## src/hw/rtl/ternary_weighted_poly_accumulate_macros.svh

```systemverilog
// Assertion macros for the ternary weighted accumulator RTL.
// Expects clk_i and rst_ni in the scope of each use.
`ifndef TERNARY_WEIGHTED_POLY_ACCUMULATE_MACROS_SVH
`define TERNARY_WEIGHTED_POLY_ACCUMULATE_MACROS_SVH

// Check that an expression holds at every clock edge out of reset.
`define TPA_ASSERT_HOLDS(name, expr, msg) \
  name: assert property (@(posedge clk_i) disable iff (!rst_ni) (expr)) else $error(msg);

// Check that a condition implies a consequence in the same cycle.
`define TPA_ASSERT_IMPLIES(name, ante, cons, msg) \
  name: assert property (@(posedge clk_i) disable iff (!rst_ni) (ante) |-> (cons)) \
    else $error(msg);

`endif

```

## src/hw/rtl/tpa_pkg.sv

```systemverilog
`default_nettype none

package tpa_pkg;

  localparam int unsigned MODULUS_DEF     = 3168257;
  localparam int unsigned POLY_COUNT_DEF  = 4;
  localparam int unsigned COEFF_COUNT_DEF = 512;

  localparam int unsigned POLY_IDX_W  = 2;
  localparam int unsigned COEFF_IDX_W = 9;
  localparam int unsigned SIG_W       = 32;
  localparam int unsigned WEIGHT_W    = 2;
  localparam int unsigned ACC_W       = 22;

  localparam int unsigned POLY_IDX_LSB  = 0;
  localparam int unsigned COEFF_IDX_LSB = POLY_IDX_LSB + POLY_IDX_W;
  localparam int unsigned SIG_LSB       = COEFF_IDX_LSB + COEFF_IDX_W;
  localparam int unsigned WEIGHT_LSB    = SIG_LSB + SIG_W;

  localparam int unsigned S_TDATA_W = 48;
  localparam int unsigned M_TDATA_W = 24;

  localparam logic [WEIGHT_W-1:0] WEIGHT_NEG  = 2'b11;
  localparam logic [WEIGHT_W-1:0] WEIGHT_ZERO = 2'b00;

  typedef struct packed {
    logic first;
    logic in_range;
  } tpa_ctl_t;

endpackage

`default_nettype wire

```

## src/hw/rtl/tpa_reduce.sv

```systemverilog
`default_nettype none

module tpa_reduce #(
  parameter int unsigned Modulus = tpa_pkg::MODULUS_DEF,
  parameter int unsigned AddrW   = 11,
  parameter int unsigned ResW    = $clog2(Modulus) + 1
) (
  input  wire logic                              clk_i,
  input  wire logic                              rst_ni,
  input  wire logic                              in_valid_i,
  output logic                                   in_ready_o,
  input  wire logic signed [tpa_pkg::SIG_W-1:0]  sig_i,
  input  wire logic [tpa_pkg::WEIGHT_W-1:0]      weight_i,
  input  wire tpa_pkg::tpa_ctl_t                 ctl_i,
  input  wire logic [AddrW-1:0]                  addr_i,
  output logic                                   out_valid_o,
  input  wire logic                              out_ready_i,
  output logic signed [ResW-1:0]                 term_o,
  output tpa_pkg::tpa_ctl_t                      ctl_o,
  output logic [AddrW-1:0]                       addr_o
);

  localparam int unsigned ModW = ResW - 1;
  localparam longint unsigned RecipL = (64'd1 << 32) / Modulus;
  localparam logic [31:0] Recip = 32'(RecipL);
  localparam logic [ModW:0] ModE = (ModW + 1)'(Modulus);
  localparam logic [ModW:0] HalfE = (ModW + 1)'((Modulus - 1) / 2);

  logic go1, go2, go3, go4, go5;
  logic v1_q, v2_q, v3_q, v4_q, v5_q;

  logic [31:0]        mag1_q, mag1_d, mag2_q;
  logic               neg1_q, neg1_d, neg2_q, neg3_q, neg4_q;
  logic [31:0]        q2_d, q2_q;
  logic [63:0]        prod2;
  logic [63:0]        prod3;
  logic [ModW:0]      r3_d, r3_q;
  logic [ModW-1:0]    r4_d, r4_q;
  logic [ModW:0]      cen5;
  logic [ResW-1:0]    term5_d, term5_q;
  logic [31:0]        sig_mag;
  tpa_pkg::tpa_ctl_t  ctl1_q, ctl2_q, ctl3_q, ctl4_q, ctl5_q;
  logic [AddrW-1:0]   addr1_q, addr2_q, addr3_q, addr4_q, addr5_q;

  assign go5 = !v5_q || out_ready_i;
  assign go4 = !v4_q || go5;
  assign go3 = !v3_q || go4;
  assign go2 = !v2_q || go3;
  assign go1 = !v1_q || go2;
  assign in_ready_o = go1;

  always_comb begin
    sig_mag = sig_i[tpa_pkg::SIG_W-1] ? (~sig_i + 32'd1) : sig_i;
    mag1_d  = (weight_i == tpa_pkg::WEIGHT_ZERO) ? '0 : sig_mag;
    neg1_d  = sig_i[tpa_pkg::SIG_W-1] ^ (weight_i == tpa_pkg::WEIGHT_NEG);
  end

  assign prod2 = 64'(mag1_q) * 64'(Recip);
  assign q2_d  = prod2[63:32];

  assign prod3 = 64'(q2_q) * 64'(Modulus);
  assign r3_d  = (ModW + 1)'(mag2_q - prod3[31:0]);

  assign r4_d = (r3_q >= ModE) ? ModW'(r3_q - ModE) : ModW'(r3_q);

  always_comb begin
    cen5 = (ModW + 1)'(r4_q);
    if (cen5 > HalfE) begin
      cen5 = cen5 - ModE;
    end
    term5_d = neg4_q ? ResW'(-cen5) : ResW'(cen5);
  end

  always_ff @(posedge clk_i or negedge rst_ni) begin
    if (!rst_ni) begin
      v1_q <= 1'b0;
      v2_q <= 1'b0;
      v3_q <= 1'b0;
      v4_q <= 1'b0;
      v5_q <= 1'b0;
    end else begin
      if (go1) v1_q <= in_valid_i;
      if (go2) v2_q <= v1_q;
      if (go3) v3_q <= v2_q;
      if (go4) v4_q <= v3_q;
      if (go5) v5_q <= v4_q;
    end
  end

  always_ff @(posedge clk_i) begin
    if (go1) begin
      mag1_q  <= mag1_d;
      neg1_q  <= neg1_d;
      ctl1_q  <= ctl_i;
      addr1_q <= addr_i;
    end
    if (go2) begin
      q2_q    <= q2_d;
      mag2_q  <= mag1_q;
      neg2_q  <= neg1_q;
      ctl2_q  <= ctl1_q;
      addr2_q <= addr1_q;
    end
    if (go3) begin
      r3_q    <= r3_d;
      neg3_q  <= neg2_q;
      ctl3_q  <= ctl2_q;
      addr3_q <= addr2_q;
    end
    if (go4) begin
      r4_q    <= r4_d;
      neg4_q  <= neg3_q;
      ctl4_q  <= ctl3_q;
      addr4_q <= addr3_q;
    end
    if (go5) begin
      term5_q <= term5_d;
      ctl5_q  <= ctl4_q;
      addr5_q <= addr4_q;
    end
  end

  assign out_valid_o = v5_q;
  assign term_o      = $signed(term5_q);
  assign ctl_o       = ctl5_q;
  assign addr_o      = addr5_q;

endmodule

`default_nettype wire

```

## config.mk

```make
export PLATFORM = sky130hd
export DESIGN_NAME = tpa_reduce
export DESIGN_NICKNAME = d
export VERILOG_FILES = /design/src/hw/rtl/ternary_weighted_poly_accumulate_macros.svh /design/src/hw/rtl/tpa_pkg.sv /design/src/hw/rtl/tpa_reduce.sv
export SDC_FILE = /design/constraint.sdc
export NUM_CORES = 1
export LEC_CHECK = 0
export ABC_CLOCK_PERIOD_IN_PS = 11500
export BUFFER_PORTS_ARGS = -buffer_cell sky130_fd_sc_hd__buf_2
export CAP_MARGIN = 15
export CORE_UTILIZATION = 35
export CTS_BUF_LIST = sky130_fd_sc_hd__clkbuf_8
export DETAILED_ROUTE_END_ITERATION = 8
export GPL_ROUTABILITY_DRIVEN = 0
export REMOVE_ABC_BUFFERS = 1
export SLEW_MARGIN = 20
export SYNTH_ARGS = -nofsm -noshare
export SYNTH_HDL_FRONTEND = slang
export SYNTH_SLANG_ARGS = --single-unit
```

## constraint.sdc

```tcl
create_clock -name clk_i -period 11.5 [get_ports clk_i]
set_input_delay 1.15 -clock clk_i [delete_from_list [all_inputs] [get_ports clk_i]]
set_output_delay 1.15 -clock clk_i [all_outputs]
set_load 0.02 [all_outputs]
```

==> reports/metrics.yaml, run 1 <==
core.rowCount: 79
post_cts_buffers: 0
fin_nets: 2008
synth-seq-cells: 208
hold_viol: 0
syn_inst: 1495
ys_seq_area_share_pct: 37.3
first_iter_violations: 399
n_antenna_cell: 0
synth-async-reset-ratio_pct: 2.40
die_area_sq_um: 48600
min_period_ns: 5.78
yosysWarnings: 0
synth.avg_cell_area_sq_um: 11.2
portBuffers: 88
first_pass_iters: 7
failed_checks: "design-rule violations"
start_kind: "register"
end_kind: "register"
r2r_setup_slack_ns: 5.72
synth.most_common_cell: "inv_1"
cts_buffer_depth: 3
cts_resized: 0
grt_pass1_vias: 10600
grt_max_degree: 51
clk_latency_ns: 0.57
antenna_found_initial: 1
min_path_type: "reg -> reg"
wl_um: 29900
post-dp-hpwl_um: 24000
start_util_pct: 35.7
critPathKind: "reg -> reg"
worstPathCellList: "ha_1, inv_1, fa_1, inv_1, fa_1, inv_1, fa_1, fa_1, inv_1, ha_1, a21o_1, a221o_1, a311oi_1, o21bai_1, o21ai_0, o21ai_0, o2111ai_1, nand2_1, a311oi_1"
cts.sinks: 208
stdcell_count: 2245
setup_violations: 0
drc_errors: 5
cts_tree: "built"
root_buffer: "clkbuf_8"
crit_path_max_incr_delay_ns: 0.55
vias: 10500
pre_cts_slack_ns: 5.67
worst_pin_slew_ns: 0.945
place_inst: 2176
cp.arrival_ns: 6.17
worstPathMaxFanout: 7
timing.fmax_mhz: 173
wl_per_cell_um: 13.3
syn2layout_area_growth_pct: 11.3
cts_buffers: 38
clk_pin_slew_ns: 0.06
yosys.cell_types.count: 65
syn-cell-area_sq_um: 16700
antenna_left: 0
die_x_um: 220
final_max_slew_viol_count: 0
worst_slack_ns: 5.72
overflow: 0
cts-hold-fix-buffers: 0
tns_ns: 0
drive_gt1_share_pct: 9.95
synthTopCellsByCount: "inv_1 (299), ha_1 (221), edfxtp_1 (203), fa_1 (127), nor2_1 (86)"
post-route-util_pct: 39.7
slew_headroom_pct: 36.9
nFillCells: 4556
design.core.area_sq_um: 46800
grt_use_total_pct: 12.7
synth.area.top_cells: "edfxtp_1 (37%), ha_1 (17%), fa_1 (15%)"
cp_slowest_cell: "fa_1"
status: "complete, but fails checks"
timing.critical_path.required_ns: 11.89
rsz0062_at_grt: "false"
viasPerCell: 4.68
synth_flop_cell: "edfxtp_1"
synth_enable_flop_cells: 203
htree_levels: 2
period_share_pct: 50.3
die_h_um: 220
yosysTopAreaCellShare_pct: 36.5
num_io_pins: 89
fin_skew_ns: 0.0376
maxCapViolations: 0
yosys.area.top_type: "edfxtp_1"
grt_pass1_wl_um: 50200
-- registers in the layout, indices dropped and copies added, names as in the netlist, 2 cells and up --
signal,count
addr3_q,11
q2_q,11
addr2_q,11
r3_q,23
mag1_q,32
ctl_o,2
addr1_q,11
mag2_q,23
term_o,23
r4_q,22
addr_o,11
ctl3_q,2
ctl4_q,2
addr4_q,11
ctl1_q,2
ctl2_q,2
-- worst max-delay path: cells and delay by family (launching register included) --
kind / cells / cell delay [ns]
buf+inv: 4 / 0.23
compound gates: 8 / 2.10
simple gates: 1 / 0.11
fa+ha+maj: 6 / 2.68
flops: 1 / 0.51
-- final cells by class --
| cell class | instances | area [sq um] | area share [%] |
|---|---|---|---|
| inverter | 299 | 1120 | 6.04 |
| multi-input combinational | 969 | 9290 | 50.0 |
| tap | 607 | 759 | 4.09 |
| clock inverter | 31 | 180 | 0.970 |
| timing repair buffer | 93 | 478 | 2.57 |
| sequential | 208 | 6220 | 33.5 |
| clock buffer | 38 | 523 | 2.82 |
-- cell families (layout without fill, tap and decap cells) --
logic type / Yosys count / in the layout / share of synthesized area [%]
flip-flops: 208 / 208 / 37.3
adder cells (fa/ha/maj): 348 / 348 / 31.8
AND/OR/NAND/NOR: 289 / 289 / 8.65
buffers and inverters: 318 / 461 / 7.16
multiplexers: 5 / 5 / 0.300
AO/OA/AOI/OAI: 199 / 199 / 8.12
XOR/XNOR: 128 / 128 / 6.72
-- metrics by stage --
step | cell area (sq um) | hold slack [ns]
after floorplan | 16600 | 0.400
after global placement | 17900 | 0.402
after detailed placement | 17900 | 0.405
after CTS | 18600 | 0.375
after global routing | 18600 | 0.391
final | 18600 | 0.400
-- layer usage --
metal,part of all wire (%),vias to the layer above,global-route usage [%]
li1,-,5319,-
met1,45,4947,15.6
met2,50,187,22.5
met3,3.5,48,2.06
met4,2.0,0,3.93
met5,0,-,0
-- path summary, 6_finish.rpt --
kind	start	end	cells past startpoint
max	mag1_q[1]	q2_q[10]	19
min	addr4_q[5]	addr_o[5]	0
max reg2reg	mag1_q[1]	q2_q[10]	19
min reg2reg	addr4_q[5]	addr_o[5]	0
max in group asynchronous	rst_ni	v2_q	1
min in group asynchronous	rst_ni	v1_q	1
-- layout by cell type (no fill, tap or decap), types with 6 or more instances in the layout --
cell type	count
inv_1	310
ha_1	221
edfxtp_1	203
fa_1	127
buf_2	88
nor2_1	85
xor2_1	69
nand2_1	62
xnor2_1	59
a21oi_1	53
o21ai_0	52
clkbuf_8	38
nor3_1	21
nand2b_1	19
o31ai_1	17
or3_1	16
nor4_1	15
nand3_1	12
a21o_1	12
nor2b_1	10
clkinv_1	10
or4_1	9
and3_1	8
o21bai_1	6
a31oi_1	6
Power of run 1 is not shown: default switching activity piles up to over one toggle a cycle in this logic, so the estimate is an artifact.
==> run 2: changes to the inputs <==
--- a/config.mk
+++ b/config.mk
@@ -5,7 +5,8 @@
 export SDC_FILE = /design/constraint.sdc
 export NUM_CORES = 1
 export LEC_CHECK = 0
-export ABC_CLOCK_PERIOD_IN_PS = 11500
+export ABC_AREA = 1
+export ABC_CLOCK_PERIOD_IN_PS = 4750
 export BUFFER_PORTS_ARGS = -buffer_cell sky130_fd_sc_hd__buf_2
 export CAP_MARGIN = 15
 export CORE_UTILIZATION = 35
==> constraint.sdc (replaced) <==
create_clock -name clk_i -period 4.75 [get_ports clk_i]
set_input_delay 0.475 -clock clk_i [delete_from_list [all_inputs] [get_ports clk_i]]
set_output_delay 0.475 -clock clk_i [all_outputs]
set_load 0.02 [all_outputs]
==> reports/metrics.yaml, run 2 <==
cts_tree: "built"
crit_path_max_incr_delay_ns: 0.55
die_x_um: 229
grt_use_total_pct: 14.3
largest_reg_flops: 32
synth_enable_flop_cells: 203
final_area_sq_um: 20500
grt_pass1_wl_um: 62200
portBuffers: 88
stdcell_count: 2808
antenna_left: 0
worstPathMaxFanout: 4
synth-seq-cells: 208
layout_commonest_cell: "inv_1"
synth.most_common_cell: "inv_1"
die_h_um: 229
ys_seq_area_share_pct: 34.4
n_antenna_cell: 0
yosys.cell_types.count: 48
final_cell_mix: "inv_1 (422), nand2_1 (298), ha_1 (215), edfxtp_1 (203), nor2_1 (159)"
grt_pass1_vias: 13500
synth_flop_cell: "edfxtp_1"
first_pass_iters: 5
synth.area.top_cells: "edfxtp_1 (34%), ha_1 (15%), fa_1 (14%)"
critPathLaunch: "mag1_q[10]"
maxCapViolations: 0
ff2ff_path_depth: 17
setup_violations: 0
syn2layout_area_growth_pct: 13.1
cp.arrival_ns: 4.87
worstPathCellList: "ha_1, fa_1, fa_1, inv_1, fa_1, fa_1, inv_1, ha_1, a21oi_1, o21ai_0, a21oi_1, o21ai_0, nand2_1, nand3_2, nand2_1, nand3_1, xor2_1"
wl_per_cell_um: 13.2
min_period_ns: 4.56
num_io_pins: 89
drc_errors: 0
fin_nets: 2513
viasPerCell: 4.69
critPathKind: "reg -> reg"
synth.avg_cell_area_sq_um: 9.25
hold_viol: 0
r2r_setup_slack_ns: 0.19
yosys.area.top_type: "edfxtp_1"
nFillCells: 5003
clk_latency_ns: 0.57
cts_buffer_depth: 3
start_kind: "register"
die_area_sq_um: 52600
critical-path-top-delay-family: "adder cells"
timing.fmax_mhz: 219
syn_inst: 1958
vias: 13200
cp_slowest_cell: "fa_1"
timing.critical_path.required_ns: 5.06
core.rowCount: 82
cts_buffers: 37
worst-path-buf-inv: 2
antenna_found_initial: 1
start_util_pct: 35.8
yosysWarnings: 0
fin_skew_ns: 0.0396
place_inst: 2736
cpMostUsedCell: "fa_1"
synthTopCellsByCount: "inv_1 (413), nand2_1 (303), ha_1 (221), edfxtp_1 (203), nor2_1 (162)"
max_flop_register: "mag1_q"
final_max_slew_viol_count: 0
rr_startpoint: "mag1_q[10]"
wl_um: 37100
htree_levels: 2
status: "finished, final reports clean"
slew_headroom_pct: 41.3
overflow: 0
grt_max_degree: 49
design.core.area_sq_um: 50600
clk_pin_slew_ns: 0.06
yosysTopAreaCellShare_pct: 33.7
period_share_pct: 95.9
worst_pin_slew_ns: 0.881
first_iter_violations: 506
syn-cell-area_sq_um: 18100
root_buffer: "clkbuf_8"
drive_gt1_share_pct: 12.3
post-dp-hpwl_um: 30700
reg2reg_to: "q2_q[9]"
cp.depth: 17
placed_cell_area_sq_um: 19500
end_kind: "register"
cp-endpoint: "q2_q[9]"
min_path_type: "in -> reg"
synth-async-reset-ratio_pct: 2.40
hold_start: "ctl_i[0]"
cts.sinks: 208
-- run 2: kinds of logic (layout without fill, tap and decap cells) --
logic type / count (synthesis) / count (layout) / synth area share [%]
flip-flops: 208 / 208 / 34.4
AO/OA/AOI/OAI: 232 / 232 / 7.03
XOR/XNOR: 90 / 90 / 4.40
AND/OR/NAND/NOR: 649 / 649 / 15.7
buffers and inverters: 431 / 609 / 9.18
adder cells (fa/ha/maj): 348 / 348 / 29.3
-- run 2: repair_timing --
| item | CTS | global route |
|---|---|---|
| hold buffers | 1 | 0 |
| setup buffers | 0 | 10 |
| endpoints found under the setup margin | 0 | 10 |
| gates resized for setup | 0 | 35 |
| endpoints found under the hold margin | 5 | 0 |
-- run 2: worst min path at each step --
| stage | end | slack [ns] | depth (start not counted) |
|---|---|---|---|
| final | ctl1_q[0] | 0.11 | 1 |
| after global routing | addr1_q[9] | 0.06 | 1 |
| after CTS | ctl1_q[0] | 0.07 | 1 |
| after detailed placement | out_valid_o | 0.31 | 1 |
| after global placement | out_valid_o | 0.31 | 1 |
| after floorplan | out_valid_o | 0.18 | 0 |
-- run 2: cell type report --
type | count | area (sq um) | area share [%]
well taps | 672 | 841 | 4.11
clock inverters | 22 | 144 | 0.703
repair buffers | 132 | 773 | 3.78
flip-flops and latches | 208 | 6220 | 30.4
clock buffers | 39 | 537 | 2.62
inverters | 416 | 1560 | 7.63
multi-input cells | 1319 | 10400 | 50.8
-- run 2: stage by stage --
stage	setup slack, ns	util [%]	hold slack (ns)	setup TNS (ns)
after CTS	0.0531	40.0	0.0684	0
after floorplan	-0.0607	-	0.179	-0.0607
after global placement	0.0642	38.6	0.308	0
after detailed placement	0.0794	38.6	0.311	0
final	0.194	40.5	0.106	0
after global routing	-0.00399	40.5	0.0648	-0.00842
-- run 2: metal layers --
metal | wire, um | GRT usage (%) | vias to the layer above | share of wire, %
li1 | - | - | 6660 | -
met1 | 15800 | 16.3 | 6199 | 43
met2 | 19000 | 26.8 | 242 | 51
met3 | 1270 | 2.07 | 77 | 3.4
met4 | 988 | 4.92 | 0 | 2.7
met5 | 0 | 0 | - | 0
Power of run 2 is left out for the same reason.
